**src/hdl/emrg_pkg.sv**
```systemverilog
package emrg_pkg;

    // Field widths of the row beats
    localparam int JOIN_W  = 31;
    localparam int DROP_W  = 32;
    localparam int LABEL_W = 5;

    typedef struct packed {
        logic [JOIN_W-1:0] join_random;
        logic [DROP_W-1:0] drop_random;
        logic              last_row;
    } t_item_in;

    typedef struct packed {
        logic [JOIN_W-1:0] right_links;
        logic [DROP_W-1:0] down_links;
    } t_item_out;

    // Controller to datapath commands
    typedef struct packed {
        logic load;
        logic join_step;
        logic drop_step;
        logic clr_idx;
        logic finish;
    } t_cmd;

    // Datapath to controller status
    typedef struct packed {
        logic join_end;
        logic drop_end;
        logic last;
    } t_status;

endpackage

```
**src/hdl/emrg_ctrl.sv**
```systemverilog
module emrg_ctrl (
    input  logic             i_clk,
    input  logic             i_rst_n,
    input  logic             i_in_valid,
    output logic             o_in_ready,
    output logic             o_out_valid,
    input  logic             i_out_ready,
    input  emrg_pkg::t_status i_status,
    output emrg_pkg::t_cmd   o_cmd
);
    import emrg_pkg::*;

    typedef enum logic [3:0] {
        S_IDLE   = 4'b0001,
        S_JOIN   = 4'b0010,
        S_DROP   = 4'b0100,
        S_FINISH = 4'b1000
    } t_state;

    t_state r_state, n_state;
    logic   r_out_valid, n_out_valid;
    logic   out_free;
    t_cmd   cmd;

    assign out_free = !r_out_valid || i_out_ready;

    // Sequence one row: load, join walk, drop walk (skipped on a last row), hand off
    always_comb begin
        n_state = r_state;
        cmd     = '0;
        unique case (r_state)
            S_IDLE: begin
                if (i_in_valid) begin
                    cmd.load = 1'b1;
                    n_state  = S_JOIN;
                end
            end
            S_JOIN: begin
                cmd.join_step = 1'b1;
                if (i_status.join_end) begin
                    cmd.clr_idx = 1'b1;
                    n_state     = i_status.last ? S_FINISH : S_DROP;
                end
            end
            S_DROP: begin
                cmd.drop_step = 1'b1;
                if (i_status.drop_end) begin
                    n_state = S_FINISH;
                end
            end
            S_FINISH: begin
                if (out_free) begin
                    cmd.finish = 1'b1;
                    n_state    = S_IDLE;
                end
            end
            default: n_state = S_IDLE;
        endcase
    end

    // Hold the result beat until the receiver takes it
    always_comb begin
        n_out_valid = r_out_valid;
        if (cmd.finish) begin
            n_out_valid = 1'b1;
        end else if (i_out_ready) begin
            n_out_valid = 1'b0;
        end
    end

    always_ff @(posedge i_clk) begin
        if (!i_rst_n) begin
            r_state     <= S_IDLE;
            r_out_valid <= 1'b0;
        end else begin
            r_state     <= n_state;
            r_out_valid <= n_out_valid;
        end
    end

    assign o_in_ready  = (r_state == S_IDLE);
    assign o_out_valid = r_out_valid;
    assign o_cmd       = cmd;

endmodule

```
**src/hdl/emrg_dp.sv**
```systemverilog
module emrg_dp #(
    parameter int COLUMNS = 32
) (
    input  logic                i_clk,
    input  logic                i_rst_n,
    input  emrg_pkg::t_cmd      i_cmd,
    input  emrg_pkg::t_item_in  i_item,
    output emrg_pkg::t_status   o_status,
    output emrg_pkg::t_item_out o_item
);
    import emrg_pkg::*;

    localparam int CW = (COLUMNS > 2) ? $clog2(COLUMNS) : 1;
    localparam logic [CW-1:0] LAST_JOIN = CW'(COLUMNS - 2);
    localparam logic [CW-1:0] LAST_COL  = CW'(COLUMNS - 1);

    logic [LABEL_W-1:0] r_label [COLUMNS];
    logic [LABEL_W-1:0] r_next  [COLUMNS];
    logic [COLUMNS-1:0] r_carry;
    logic [JOIN_W-1:0]  r_join;
    logic [DROP_W-1:0]  r_drop;
    logic               r_last;
    logic [JOIN_W-1:0]  r_right;
    logic [DROP_W-1:0]  r_down;
    logic [CW-1:0]      r_idx;
    t_item_out          r_out;

    logic [CW-1:0]      idx_nxt;
    logic [LABEL_W-1:0] lab_a;
    logic [LABEL_W-1:0] lab_b;
    logic               do_join;
    logic [COLUMNS-1:0] member;
    logic [COLUMNS-1:0] prior_drop;
    logic               any_drop;
    logic               other_right;
    logic               down_bit;
    logic [LABEL_W-1:0] enc;

    assign idx_nxt = r_idx + CW'(1);
    assign lab_a   = r_label[r_idx];
    assign lab_b   = r_label[idx_nxt];
    assign do_join = (lab_a != lab_b) && (r_last || r_join[r_idx]);

    // Compare the current column's set against every lane
    always_comb begin
        other_right = 1'b0;
        for (int j = 0; j < COLUMNS; j++) begin
            member[j]     = (r_label[j] == lab_a);
            prior_drop[j] = member[j] && r_down[j];
            if (member[j] && (CW'(j) > r_idx)) begin
                other_right = 1'b1;
            end
        end
    end

    // Drop where asked, else force a drop at the set's rightmost column
    assign any_drop = |(member & r_drop[COLUMNS-1:0]);
    assign down_bit = r_drop[r_idx] || (!any_drop && !other_right);

    // Lowest column of this set already carried down, else this one
    always_comb begin
        enc = LABEL_W'(r_idx);
        for (int j = COLUMNS - 1; j >= 0; j--) begin
            if (prior_drop[j]) begin
                enc = LABEL_W'(j);
            end
        end
    end

    // Set labels and carried marks, one lane per column
    always_ff @(posedge i_clk) begin
        if (!i_rst_n) begin
            r_carry <= '0;
            for (int j = 0; j < COLUMNS; j++) begin
                r_label[j] <= '0;
            end
        end else begin
            for (int j = 0; j < COLUMNS; j++) begin
                if (i_cmd.load) begin
                    if (!r_carry[j]) begin
                        r_label[j] <= LABEL_W'(j);
                    end
                end else if (i_cmd.join_step && do_join && (r_label[j] == lab_b)) begin
                    r_label[j] <= lab_a;
                end else if (i_cmd.finish) begin
                    r_label[j] <= r_last ? '0 : r_next[j];
                    r_carry[j] <= r_last ? 1'b0 : r_down[j];
                end
            end
        end
    end

    // Row walk: latch the beat, then one column per cycle
    always_ff @(posedge i_clk) begin
        if (!i_rst_n) begin
            r_idx <= '0;
        end else if (i_cmd.load || i_cmd.clr_idx) begin
            r_idx <= '0;
        end else if (i_cmd.join_step || i_cmd.drop_step) begin
            r_idx <= idx_nxt;
        end
    end

    always_ff @(posedge i_clk) begin
        if (i_cmd.load) begin
            r_join  <= i_item.join_random;
            r_drop  <= i_item.drop_random;
            r_last  <= i_item.last_row;
            r_right <= '0;
            r_down  <= '0;
        end else begin
            if (i_cmd.join_step && do_join) begin
                r_right[r_idx] <= 1'b1;
            end
            if (i_cmd.drop_step) begin
                r_down[r_idx] <= down_bit;
                r_next[r_idx] <= down_bit ? enc : '0;
            end
        end
        if (i_cmd.finish) begin
            r_out.right_links <= r_right;
            r_out.down_links  <= r_down;
        end
    end

    assign o_status.join_end = (r_idx == LAST_JOIN);
    assign o_status.drop_end = (r_idx == LAST_COL);
    assign o_status.last     = r_last;
    assign o_item            = r_out;

endmodule

```
**src/hdl/eller_maze_row_generator_core.sv**
```systemverilog
// Maze row generator (Eller's scheme), one row of COLUMNS cells per beat.
// Input channel i_in_valid / o_in_ready / i_in_data carries the join and
// drop random bits of a row and the last-row flag. Output channel
// o_out_valid / i_out_ready / o_out_data returns the right and down passage
// masks of that row, one result beat per input beat, in order.
// One row is worked on at a time. A beat is taken only while the block is
// idle; a join walk then visits one column pair per cycle and a drop walk
// one column per cycle, and a last row skips the drop walk. The walks run
// between the load and the hand-off, and the result is valid the cycle
// after the hand-off. No new beat is taken until the row before it has
// been handed off.
// A finished result sits in an output register, so the next row is taken
// while it waits; if the receiver still stalls when that row is done, the
// block holds it until the output register frees.
// Reset (synchronous, active low) clears all carried sets; the first row
// after reset, and the row after a last row, start every column fresh.
module eller_maze_row_generator_core #(
    parameter int COLUMNS = 32
) (
    input  logic                i_clk,
    input  logic                i_rst_n,
    input  logic                i_in_valid,
    output logic                o_in_ready,
    input  emrg_pkg::t_item_in  i_in_data,
    output logic                o_out_valid,
    input  logic                i_out_ready,
    output emrg_pkg::t_item_out o_out_data
);
    import emrg_pkg::*;

    t_cmd    cmd;
    t_status status;

    emrg_ctrl u_ctrl (
        .i_clk       (i_clk),
        .i_rst_n     (i_rst_n),
        .i_in_valid  (i_in_valid),
        .o_in_ready  (o_in_ready),
        .o_out_valid (o_out_valid),
        .i_out_ready (i_out_ready),
        .i_status    (status),
        .o_cmd       (cmd)
    );

    emrg_dp #(
        .COLUMNS (COLUMNS)
    ) u_dp (
        .i_clk    (i_clk),
        .i_rst_n  (i_rst_n),
        .i_cmd    (cmd),
        .i_item   (i_in_data),
        .o_status (status),
        .o_item   (o_out_data)
    );

endmodule

```
**config.mk**
```make
export PLATFORM = sky130hd
export DESIGN_NAME = eller_maze_row_generator_core
export DESIGN_NICKNAME = d
export VERILOG_FILES = /design/src/hdl/emrg_pkg.sv /design/src/hdl/emrg_ctrl.sv /design/src/hdl/emrg_dp.sv /design/src/hdl/eller_maze_row_generator_core.sv
export SDC_FILE = /design/constraint.sdc
export NUM_CORES = 1
export LEC_CHECK = 0
export BUFFER_PORTS_ARGS = -buffer_cell sky130_fd_sc_hd__buf_2
export CAP_MARGIN = 15
export CORE_ASPECT_RATIO = 0.8
export CORE_MARGIN = 5
export CORE_UTILIZATION = 50
export DETAILED_ROUTE_END_ITERATION = 7
export HOLD_SLACK_MARGIN = 0.02
export PLACE_DENSITY = 0.7
export REMOVE_ABC_BUFFERS = 1
export SLEW_MARGIN = 10
export SYNTH_ARGS = -nofsm -noshare
export SYNTH_HDL_FRONTEND = slang
export SYNTH_SLANG_ARGS = --single-unit
export TNS_END_PERCENT = 20
```
**constraint.sdc**
```tcl
create_clock -name i_clk -period 5 [get_ports i_clk]
set_input_delay 0.5 -clock i_clk [delete_from_list [all_inputs] [get_ports i_clk]]
set_output_delay 0.5 -clock i_clk [all_outputs]
set_load 0.01 [all_outputs]
```
==> flow_metrics.tcl <==
set metrics [dict create \
    arrival_ns 5.42 \
    rr_endpoint "u_dp.r_next[25][1]" \
    status "complete, no violations" \
    pin_count 133 \
    critPathCaptureType "flop" \
    synth_edf_count 447 \
    clock.fmax_ghz 0.201 \
    syn_area_mm2 0.0283 \
    synthSimpleGateAreaFrac 0.110 \
    drtIter0Drc 3034 \
    cp.required_ns 5.45 \
    finalWorstSetupSlack_ns 0.0288 \
    grt_first_pass_wirelength_um 145000 \
    grt_max_degree 116 \
    io_buffers 132 \
    r2r_cells 18 \
    crit_path_top_delay_cell "a2111oi_0" \
    coreArea_mm2 0.0563 \
    worstMarginPinSlew_ns 1.29 \
    die_x_um 276 \
    cts_tree "done" \
    min_to "u_dp.r_drop[25]" \
    path_cells "buf_12, buf_4, mux2i_1, a22oi_1, a21oi_1, buf_4, nor4_4, buf_12, xnor2_1, nand4_1, nor2_1, a2111oi_0, buf_4, and4_1, o21ai_1, o2111ai_1, and3b_1, buf_4" \
    cts_root_buffer "clkbuf_16" \
    synth_commonest_cells "edfxtp_1, xnor2_1, nor2_1" \
    peakVddDrop_v 0.000524 \
    slew_violations 0 \
    wirelength_um 101000 \
    p_per_area_mw_per_mm2 491 \
    synth.top_cell.area_share 0.475 \
    route.vias.total 21300 \
    synthAdderAreaFrac 0.00257 \
    hold_ws_ns 0.0588 \
    ys_warn_count 0 \
    drive_gt1_frac 0.214 \
    synth_area_per_cell_um2 12.4 \
    clk_pin_slew_ns 0.08 \
    p_leak_nw 10.8 \
    viasPerCell 6.53 \
    clkLatencyLatePin_ns 0.62 \
    post_synth_mux_area_share 0.0836 \
    crit_fanout 37 \
    cts-htree-levels 2 \
    first_global_vias 20500 \
    cts_sinks 557 \
    ys_seq_area_frac 0.553 \
    cpMostUsedCell "buf_4" \
    slew_headroom 0.141 \
    gp_congestion 1.03 \
    period_needed_ns 4.97 \
    die_area_mm2 0.0614 \
    ys_types 69 \
    area_growth_pct 15.1 \
    nets 2531 \
    num-fill-cells 4533 \
    synthFlopType "edfxtp_1" \
    worst-setup-path-type "reg2reg" \
    die_h_um 223 \
    antenna_found_initial 8 \
    synthCells 2272 \
    overflow 0 \
    hold_viol 0 \
    synth-async-reset-ratio 0 \
    dp_hpwl_um 71400 \
    initial_core_util 0.502 \
    hp-start "i_in_data[26]" \
    cp_slowest_stage_delay_ns 0.64 \
    numCtsBuffers 53 \
    num_rows 78 \
    synth_compound_area_frac 0.120 \
    dp_slack_ns 0.0788 \
    worstSetupStartpointType "flop" \
    cts.path.max_buffers 3 \
    first_pass_iters 6 \
    synth_top_area_cell "edfxtp_1" \
    drc_errors 0 \
    yosysMostFrequentCell "edfxtp_1" \
    synth_xor_area_frac 0.103 \
    rrSetupSlack_ns 0.03 \
    min_path_type "in2reg" \
    ant_nets 0 \
    cts_hold_buffers 0 \
    synth_top_cells_by_area "edfxtp_1, dfxtp_1, xnor2_1" \
    fin_worst_skew_ns 0.0243 \
    postSynthRegisterBits 557 \
    track_usage 0.321 \
    synth_top_family_by_area "compound AO/OA/AOI/OAI gates" \
    layout_worst_path_cycle_share 0.994 \
    drv_cap 0 \
    setup_viol 0 \
    detail_route.wl_per_cell_um 30.9 \
    whs_path_depth 1 \
]
how the worst max path moves through the flow:
stage / depth (start not counted) / slack (ns) / to / start
after floorplan: 12 / -5.77 / u_dp.r_next[0][4] / flop
after global placement: 17 / 0.13 / u_dp.r_next[25][1] / flop
after detailed placement: 16 / 0.08 / u_dp.r_next[22][0] / flop
after CTS: 16 / 0.02 / u_dp.r_next[22][0] / flop
after global routing: 16 / -0.005 / u_dp.r_next[5][4] / flop
final: 18 / 0.03 / u_dp.r_next[25][1] / flop
flip-flops by register name, indices dropped and copies added, names as in the netlist, named ones only:
name                cells
u_ctrl.o_out_valid      1
u_ctrl.r_state          4
u_dp.o_item            63
u_dp.r_carry           32
u_dp.r_down            32
u_dp.r_drop            32
u_dp.r_idx              5
u_dp.r_join            31
u_dp.r_label          160
u_dp.r_last             1
u_dp.r_next           160
u_dp.r_right           31
stage by stage:
stage | area [um2] | TNS [ns] | instances | total power, mW | util
6_report | 32500 | 0 | 3264 | 16.0 | 0.577
5_1_grt | 32500 | -0.00918 | 3262 | 16.4 | 0.577
4_1_cts | 32500 | 0 | 3256 | 15.8 | 0.576
3_5_place_dp | 30600 | 0 | 3157 | 11.6 | 0.544
3_3_place_gp | 30600 | 0 | 3155 | 11.6 | 0.544
2_1_floorplan | 27500 | -2723.06 | 2117 | 9.50 | -
cell type report:
type | instances | area [um2] | area share
Inverter | 19 | 75.1 | 0.00231
Sequential cell | 557 | 15600 | 0.481
Antenna cell | 2 | 5.00 | 0.000154
Tap cell | 760 | 951 | 0.0292
Clock buffer | 65 | 1430 | 0.0441
Multi-Input combinational cell | 1541 | 11900 | 0.368
Clock inverter | 34 | 375 | 0.0115
Timing Repair Buffer | 286 | 2090 | 0.0644
power by group:
group	switching, mW	leakage [nW]	internal [mW]	total [mW]
registers	0.726	5.12	5.68	6.41
logic	3.26	4.76	2.06	5.32
clock network	1.81	0.886	2.41	4.22
cells by family after synthesis:
family                   Yosys count
AO/OA/AOI/OAI                    471
XOR/XNOR                         330
adder cells (fa/ha/maj)            6
buffers and inverters            174
flip-flops                       557
multiplexers                     155
AND/OR/NAND/NOR                  579
worst max-delay path: cells and delay by family (launching register included):
kind,cells,cell delay [ns]
DFF,1,0.51
xor gates and xnor gates,1,0.12
buffers and inverters,6,1.35
and+or+nand+nor,5,1.41
AOI/OAI and AO/OA,5,1.23
muxes,1,0.09
repair_timing:
action | in CTS | in global routing
setup endpoints to repair | 0 | 179
gates resized for setup | 0 | 3
buffers inserted | 0 | 6
routing by layer:
metal,GRT usage,wire length (um)
met4,0.107,3910
met1,0.470,41300
met3,0.0754,11500
met2,0.475,44000
met5,0,27
cell usage in the layout, fill, tap and decap left out, types with 9 or more instances in the layout:
cell type,count
buf_4,131
nor2b_1,82
clkinv_2,13
and2_1,9
buf_2,132
nand4_1,28
a21oi_1,130
mux4_2,64
o221a_2,43
nand3_1,61
inv_1,15
nor4_2,17
nor3b_1,29
buf_12,20
o21ai_0,69
xor2_1,99
mux2i_1,84
a211oi_1,16
a221o_1,37
or3_1,19
dfxtp_1,107
clkbuf_16,54
a22oi_1,42
nand2_1,97
nor3_1,46
o22ai_1,11
nor2_1,148
xnor2_1,230
a22o_1,56
o211ai_1,18
edfxtp_1,447
(Power assumes the default switching activity.)
